[src/sv/ssd_pkg.sv]
package ssd_pkg;

  typedef struct packed {
    logic [2:0]  kind;
    logic [1:0]  digit;
    logic [11:0] number;
    logic        dot;
  } req_t;

  typedef struct packed {
    logic [7:0] seg_low;
    logic [7:0] seg_mid;
    logic [7:0] seg_high;
  } rsp_t;

  typedef logic [2:0][7:0] latches_t;

  localparam logic [2:0] KIND_RAW     = 3'd0;
  localparam logic [2:0] KIND_ONE     = 3'd1;
  localparam logic [2:0] KIND_DEC     = 3'd2;
  localparam logic [2:0] KIND_HEX     = 3'd3;
  localparam logic [2:0] KIND_DEC_BLK = 3'd4;
  localparam logic [2:0] KIND_TENTHS  = 3'd5;

  localparam logic [1:0] DIGIT_LOW  = 2'd0;
  localparam logic [1:0] DIGIT_MID  = 2'd1;
  localparam logic [1:0] DIGIT_HIGH = 2'd2;

  localparam logic [9:0]  DEC_MAX      = 10'd999;
  localparam logic [11:0] TENTHS_LIMIT = 12'd1000;
  localparam logic [3:0]  OVER_DIGIT   = 4'd8;

  localparam logic [15:0][7:0] SEG_CODE = {
    8'h71, 8'h79, 8'h5e, 8'h39, 8'h7c, 8'h77, 8'h6f, 8'h7f,
    8'h27, 8'h7d, 8'h6d, 8'h66, 8'h4f, 8'h5b, 8'h06, 8'h3f
  };

  function automatic logic [7:0] glyph(input logic [3:0] v, input logic dp);
    logic [7:0] g;
    g = SEG_CODE[v];
    return {dp, g[6:0]};
  endfunction

endpackage

[src/sv/ssd_bcd.sv]
module ssd_bcd (
  input  logic [9:0] value,
  output logic [3:0] ones,
  output logic [3:0] tens,
  output logic [3:0] hundreds
);

  // value / 10 and value / 100 by reciprocal multiply, exact below 1000
  logic [17:0] q_prod;
  logic [15:0] h_prod;
  logic [6:0]  q;
  logic [3:0]  h;
  logic [9:0]  q_x10;
  logic [6:0]  h_x10;
  logic [9:0]  ones_w;
  logic [6:0]  tens_w;

  always_comb begin
    q_prod   = 18'(value) * 18'd205;
    h_prod   = 16'(value) * 16'd41;
    q        = q_prod[17:11];
    h        = h_prod[15:12];
    q_x10    = 10'(q) * 10'd10;
    h_x10    = 7'(h) * 7'd10;
    ones_w   = value - q_x10;
    tens_w   = q - h_x10;
    ones     = ones_w[3:0];
    tens     = tens_w[3:0];
    hundreds = h;
  end

endmodule

[src/sv/ssd_update.sv]
module ssd_update (
  input  ssd_pkg::req_t     req,
  input  ssd_pkg::latches_t cur,
  output ssd_pkg::latches_t nxt
);

  logic [9:0] dec_value;
  logic [3:0] d_ones;
  logic [3:0] d_tens;
  logic [3:0] d_hund;
  logic       over;
  logic [7:0] one_glyph;

  always_comb begin
    if (req.number > 12'(ssd_pkg::DEC_MAX)) begin
      dec_value = ssd_pkg::DEC_MAX;
    end else begin
      dec_value = req.number[9:0];
    end
  end

  ssd_bcd u_bcd (
    .value    (dec_value),
    .ones     (d_ones),
    .tens     (d_tens),
    .hundreds (d_hund)
  );

  assign over      = req.number >= ssd_pkg::TENTHS_LIMIT;
  assign one_glyph = ssd_pkg::glyph(req.number[3:0], req.dot);

  always_comb begin
    nxt = cur;
    case (req.kind)
      ssd_pkg::KIND_RAW, ssd_pkg::KIND_ONE: begin
        case (req.digit)
          ssd_pkg::DIGIT_LOW: begin
            nxt[0] = (req.kind == ssd_pkg::KIND_RAW) ? req.number[7:0] : one_glyph;
          end
          ssd_pkg::DIGIT_MID: begin
            nxt[1] = (req.kind == ssd_pkg::KIND_RAW) ? req.number[7:0] : one_glyph;
          end
          ssd_pkg::DIGIT_HIGH: begin
            nxt[2] = (req.kind == ssd_pkg::KIND_RAW) ? req.number[7:0] : one_glyph;
          end
          default: begin
          end
        endcase
      end
      ssd_pkg::KIND_DEC: begin
        nxt[0] = ssd_pkg::glyph(d_ones, 1'b0);
        nxt[1] = ssd_pkg::glyph(d_tens, 1'b0);
        nxt[2] = ssd_pkg::glyph(d_hund, 1'b0);
      end
      ssd_pkg::KIND_HEX: begin
        nxt[0] = ssd_pkg::glyph(req.number[3:0], 1'b0);
        nxt[1] = ssd_pkg::glyph(req.number[7:4], 1'b0);
        nxt[2] = ssd_pkg::glyph(req.number[11:8], 1'b0);
      end
      ssd_pkg::KIND_DEC_BLK: begin
        nxt[0] = ssd_pkg::glyph(d_ones, 1'b0);
        if (d_hund != 4'd0) begin
          nxt[1] = ssd_pkg::glyph(d_tens, 1'b0);
          nxt[2] = ssd_pkg::glyph(d_hund, 1'b0);
        end else if (d_tens != 4'd0) begin
          nxt[1] = ssd_pkg::glyph(d_tens, 1'b0);
        end else begin
          nxt[1] = 8'h00;
          nxt[2] = 8'h00;
        end
      end
      ssd_pkg::KIND_TENTHS: begin
        if (over) begin
          nxt[0] = ssd_pkg::glyph(ssd_pkg::OVER_DIGIT, 1'b0);
          nxt[1] = ssd_pkg::glyph(ssd_pkg::OVER_DIGIT, 1'b0);
          nxt[2] = ssd_pkg::glyph(ssd_pkg::OVER_DIGIT, 1'b0);
        end else begin
          nxt[0] = ssd_pkg::glyph(d_ones, 1'b0);
          nxt[1] = ssd_pkg::glyph(d_tens, 1'b1);
          nxt[2] = ssd_pkg::glyph(d_hund, 1'b0);
        end
      end
      default: begin
      end
    endcase
  end

endmodule

[src/sv/seven_segment_number_display_core.sv]
// channel | valid    | ready     | payload
// request | in_valid | in_ready  | in_data  (ssd_pkg::req_t)
// result  | out_valid| out_ready | out_data (ssd_pkg::rsp_t)
//
// A request accepted into the input register is decoded, and the latch update is
// written to the latch and result registers once the result is free or taken.
// One request per cycle with out_ready high; BCD reciprocal multiply sets the path.
// Synchronous reset clears valid flags and all three latches (digits dark).
// A stalled result holds the input register; in_ready follows out_ready then.
module seven_segment_number_display_core (
  input  logic          clk,
  input  logic          rst,
  input  logic          in_valid,
  output logic          in_ready,
  input  ssd_pkg::req_t in_data,
  output logic          out_valid,
  input  logic          out_ready,
  output ssd_pkg::rsp_t out_data
);

  logic              req_valid;
  ssd_pkg::req_t     req;
  ssd_pkg::latches_t latches;
  ssd_pkg::latches_t latches_next;
  logic              advance;

  assign advance  = req_valid && (!out_valid || out_ready);
  assign in_ready = !req_valid || advance;

  ssd_update u_update (
    .req (req),
    .cur (latches),
    .nxt (latches_next)
  );

  always_ff @(posedge clk) begin
    if (rst) begin
      req_valid <= 1'b0;
    end else if (in_ready) begin
      req_valid <= in_valid;
    end
  end

  always_ff @(posedge clk) begin
    if (in_ready && in_valid) begin
      req <= in_data;
    end
  end

  always_ff @(posedge clk) begin
    if (rst) begin
      latches <= '0;
    end else if (advance) begin
      latches <= latches_next;
    end
  end

  always_ff @(posedge clk) begin
    if (rst) begin
      out_valid <= 1'b0;
    end else if (advance) begin
      out_valid <= 1'b1;
    end else if (out_ready) begin
      out_valid <= 1'b0;
    end
  end

  always_ff @(posedge clk) begin
    if (advance) begin
      out_data.seg_low  <= latches_next[0];
      out_data.seg_mid  <= latches_next[1];
      out_data.seg_high <= latches_next[2];
    end
  end

endmodule
[config.mk]
export PLATFORM = sky130hd
export DESIGN_NAME = seven_segment_number_display_core
export DESIGN_NICKNAME = d
export VERILOG_FILES = /design/src/sv/ssd_pkg.sv /design/src/sv/ssd_bcd.sv /design/src/sv/ssd_update.sv /design/src/sv/seven_segment_number_display_core.sv
export SDC_FILE = /design/constraint.sdc
export NUM_CORES = 1
export LEC_CHECK = 0
export ABC_AREA = 1
export BUFFER_PORTS_ARGS = -buffer_cell sky130_fd_sc_hd__buf_2
export CORE_UTILIZATION = 55
export DETAILED_ROUTE_END_ITERATION = 8
export GPL_ROUTABILITY_DRIVEN = 0
export GPL_TIMING_DRIVEN = 0
export PLACE_DENSITY = 0.72
export SKIP_CTS_REPAIR_TIMING = 1
export SLEW_MARGIN = 40
export SYNTH_ARGS = -nofsm -noshare
export SYNTH_HDL_FRONTEND = slang
export SYNTH_SLANG_ARGS = --single-unit
[constraint.sdc]
create_clock -name clk -period 7.65 [get_ports clk]
set_input_delay 0.3825 -clock clk [delete_from_list [all_inputs] [get_ports clk]]
set_output_delay 0.3825 -clock clk [all_outputs]
set_load 0.03 [all_outputs]
-- Yosys cells after proc, flatten, opt, wreduce, memory -nomap -nowiden
Memory sizes are Yosys's and may differ from the RTL's. A register that Yosys moved wholly into a read port is not among the register bits.
Cells that the tools add are included.
- bits in read-only memories: 768
- memories: 6
- flip-flop bits (word level): 68
- memories (name ; words ; bits a word ; rd ports ; clocked after Yosys merged registers in ; write ports ; RTL line ; text):
    (name not given) ; 16 ; 8 ; 1 ; 0 ; 0 ; ssd_pkg.sv:40 ; g = SEG_CODE[v];
    (name not given) ; 16 ; 8 ; 1 ; 1 ; 0 ; ssd_pkg.sv:40 ;
    (name not given) ; 16 ; 8 ; 1 ; 1 ; 0 ; ssd_pkg.sv:40 ;
    (name not given) ; 16 ; 8 ; 1 ; 0 ; 0 ; ssd_pkg.sv:40 ;
    (name not given) ; 16 ; 8 ; 1 ; 1 ; 0 ; ssd_pkg.sv:40 ;
    (name not given) ; 16 ; 8 ; 1 ; 0 ; 0 ; ssd_pkg.sv:40 ;
- equal/unequal tests: 7
- order comparisons: 8
- add/subtract/negate cells: 2
- multiplexer cells: 21
- reductions and logical operators: 12
- $mul: 4
- operators with widths (operator ; number):
    24-bit one-hot mux with 5 select lines ; 1
    7-bit two-way mux ; 7
    8-bit two-way mux ; 5
    4-bit by 5-bit less-than comparator with 1-bit output, second input constant ; 6
    23-bit two-way mux ; 1
    10-bit by 8-bit multiplier with 18-bit output, second input constant ; 1
    10-bit by 6-bit multiplier with 16-bit output, second input constant ; 1
    16-bit two-way mux ; 1
    12-bit by 10-bit >= comparator with 1-bit output, second input constant ; 1
    12-bit by 10-bit > comparator with 1-bit output, second input constant ; 1
    4-bit two-way mux ; 3
    10-bit two-way mux ; 1
    4-bit nonzero test ; 2
    4-bit subtractor ; 2
    7-bit by 3-bit multiplier with 3-bit output, second input constant ; 1
    3-bit by 2-bit == test with 1-bit output, second input constant ; 2
    3-bit == test, second input constant ; 2
    4-bit by 3-bit multiplier with 3-bit output, second input constant ; 1
    3-bit by 1-bit == test with 1-bit output, second input constant ; 1
    3-bit zero test ; 1
    2-bit by 1-bit == test with 1-bit output, second input constant ; 1
    2-bit == test, second input constant ; 1
    1-bit logical AND ; 2
    1-bit zero test ; 2
    other kinds (5) ; 7

-- Depth between registers and ports, before layout
- depth in word-level cells: 10
- depth in mapped cells: 42
- mapped depth without buffers: 42

-- Cells and area by module
From an unflattened synthesis, not the netlist that was laid out.
- cell total of the unflattened synthesis: 1129
- area, all modules: 7810.0 sq um
- modules (own cells, without submodules) (module ; cells each ; instances ; area an instance (sq um)):
    ssd_update ; 580 ; 1 ; 2887.8
    ssd_bcd ; 337 ; 1 ; 2464.9
    seven_segment_number_display_core ; 212 ; 1 ; 2457.4

-- Worst setup path after synthesis
No wires, ideal clock.
- path type: reg-to-reg
- start point: register req[5] (netlist name)
- end point: register out_data[17] in the netlist's numbering, data pin
- arrival time: 5874 ps
- cell stages (with the launch flop): 33
- required time: 7391 ps
- slack: 1517 ps
- buffers on the path: 0
- clock period less this slack: 6133 ps
- library setup time: 259 ps
- cell sequence: edfxtp_1 -> nand2_1 -> inv_1 -> a21oi_1 -> nand2_1 -> nor2_1 -> inv_1 -> ha_1 -> inv_1 -> fa_1 -> inv_1 -> fa_1 -> inv_1 -> fa_1 -> inv_1 -> ha_1 -> nand2_1 -> o21a_1 -> nand2_1 -> nand2_1 -> nand2_1 -> inv_1 -> ha_1 -> fa_1 -> xor2_1 -> xor2_1 -> or2_1 -> nand2_2 -> or2_2 -> o211ai_1 -> nand2_1 -> o21ai_0 -> inv_1
- RTL lines (item ; RTL line ; text):
    end, declared ; seven_segment_number_display_core.sv:18 ; output ssd_pkg::rsp_t out_data

==> flow_summary.toml <==
[status]
status = "finished, final reports clean"

[floorplan]
die_h_microns = 122
start_util_pct = 56.7
die-area_sq_um = 14900
die_x_microns = 122
num_rows = 43
core_sq_um = 14000
ios = 48

[clock_tree]
cts_buffers = 9
ctsHtreeMaxLevel = 3
clock_latency_ns = 0.34
cts-root-buf = "clkbuf_16"
clockBufferDepth = 2
clkSinkCount = 89
cts_tree = "yes"
clkTransAtPathRegs_ns = 0.06

[synth]
synth_most_common_cell = "nand2_1"
synth-seq-area-share_pct = 27.8
syn_inst = 1064
ys_types = 50
synth.largest_area_cell = "ha_1"
synthTopCellsByCount = "nand2_1, inv_1, ha_1"
async_reset_ff_share_pct = 0
netlist_area_sq_um = 7930
syn_nets = 1212
ys.flop_type = "dfxtp_1"
yosysWarnings = 0
synth_edf_count = 42
synth_top_area_share_pct = 16.4
syn_area_per_cell_sq_um = 7.45
ys_top_cells_by_area = "ha_1, edfxtp_1, dfxtp_1"
ys_ff_latch = 89

[critical_path]
cp_num_cells = 33
slowest_delay_ns = 0.56
worstSetupPathType = "reg2reg"
cp-start-kind = "flip-flop"
crit_buf_inv = 8
path_delay_family = "adder cells"
critPathRequiredTime_ns = 7.74
worst_path_max_delay_cell = "fa_1"
cp-end-kind = "flip-flop"
r2r-start = "req[5]"
setup.worst_path.start = "req[5]"
worstRegToRegCells = 33
arrival_ns = 7.27
critical_path.max_fanout = 10

[sta]
max_freq_ghz = 0.139
post-route-period-util_pct = 93.9
timing.setup.tns_ns = 0
drv_slew = 0
finalClockSkew_ns = 0.00863
maxSlewHeadroom_pct = 52.9
setup_viol = 0
final-hold-violation-count = 0
rsz0062_at_grt = "no"
worst_slew_pin_slew_ns = 0.699
finalCriticalPeriod_ns = 7.18
hold_ws_ns = 0.212

[pwr]
p_per_area_nw_per_um2 = 324
ir_drop_mv = 0.214
power.total_w = 0.00282
power.leakage_nw = 4.47

[layout]
final_area_sq_um = 8710
drive_gt1_share_pct = 10.8
diodes = 0
num-fill-cells = 1323
final_nets = 1271
area_growth_pct = 9.83

[routing]
dr.pass1.iters = 6
wl_microns = 18900
drt-initial-drc-count = 596
drc = 0
vias = 6943
avgViaCountPerCell = 5.31
ant_nets = 0
wl_per_cell_microns = 14.4

[global_routing]
grt_use_total_pct = 26.8
grt_pass1_wl_microns = 31000
antenna_found_initial = 0
grt_max_degree = 23
grt_pass1_vias = 6305
grt_overflow = 0

[hold_path]
hp-class = "in2reg"
hold_start = "in_data[13]"
whs_path_depth = 1

[placement]
placed_area_sq_um = 8430
port_buffers = 47
hpwl_microns = 15100

[run]
max_cap_viol_count = 0
## stage by stage
| step | cells | utilization, % | worst slack, ns |
|---|---|---|---|
| 5_1_grt | 1308 | 62.3 | 0.0503 |
| 3_3_place_gp | 1291 | 60.0 | 0.507 |
| 2_1_floorplan | 1064 | - | 1.52 |
| 3_5_place_dp | 1292 | 60.2 | 0.473 |
| 6_report | 1308 | 62.3 | 0.470 |
| 4_1_cts | 1308 | 62.3 | 0.447 |
## final cells by class
cell class              count  area, sq um  share of cell area [%]
repair buffers             48          263                    3.02
plain buffers              18         70.1                   0.804
clock buffers              12          258                    2.96
clock inverters             4         25.0                   0.287
well taps                 180          225                    2.59
multi-input cells         740         4850                    55.7
inverters                 217          817                    9.38
flip-flops and latches     89         2200                    25.3
## worst reg2reg max path, delay by kind of cell, from the launching register on
family	cells	cell delay, ns
AO/OA/AOI/OAI	4	0.59
XOR/XNOR	2	0.37
adder cells (fa/ha/maj)	6	2.71
buffers and inverters	8	0.64
flip-flops	1	0.53
AND/OR/NAND/NOR	13	2.11
## final timing paths
| kind | end | slack, ns |
|---|---|---|
| worst max-delay path | out_data[17] | 0.47 |
| worst min-delay path | req[13] | 0.21 |
| worst max register to register | out_data[17] | 0.47 |
| worst min register to register | out_valid | 0.51 |
## logic make-up after synthesis
group,count (synthesis),synth area share [%]
simple gates,409,23.5
buf+inv,235,11.2
compound gates,192,14.1
fa+ha+maj,126,22.0
flops,89,27.8
xor+xnor,9,0.994
mux,4,0.521
## cells in the final DEF, fill, tap and decap left out, drive strengths merged
cell       n
nand2    250
inv      217
ha       104
o21ai     85
nor2      72
a21oi     59
nand3     51
buf       50
dfxtp     47
edfxtp    42
clkbuf    28
fa        22
or2       12
nor3      10
a221oi     9
nand4      8
xor2       7
o211ai     7
a31oi      7
o22ai      7
nand3b     6
a211oi     5
clkinv     4
mux2i      3
a22oi      3
a31o       3
xnor2      2
o21bai     2
o211a      1
mux2       1
o21a       1
o221ai     1
a2111oi    1
a21o       1
## routing by layer
| layer | wire length [microns] | global-route usage (%) | vias up |
|---|---|---|---|
| li1 | - | - | 3561 |
| met1 | 9360 | 38.8 | 3150 |
| met2 | 8210 | 42.6 | 206 |
| met3 | 1010 | 3.93 | 26 |
| met4 | 305 | 5.18 | 0 |
| met5 | 0 | 0 | - |
## where the power goes
group | leakage, nW | internal (W) | total, W | switching (W)
sequential | 0.794 | 0.000571 | 0.000601 | 0.0000297
combinational | 3.54 | 0.000608 | 0.00180 | 0.00119
clock | 0.142 | 0.000240 | 0.000423 | 0.000183
Note: power is estimated with default switching activity, not from simulation.
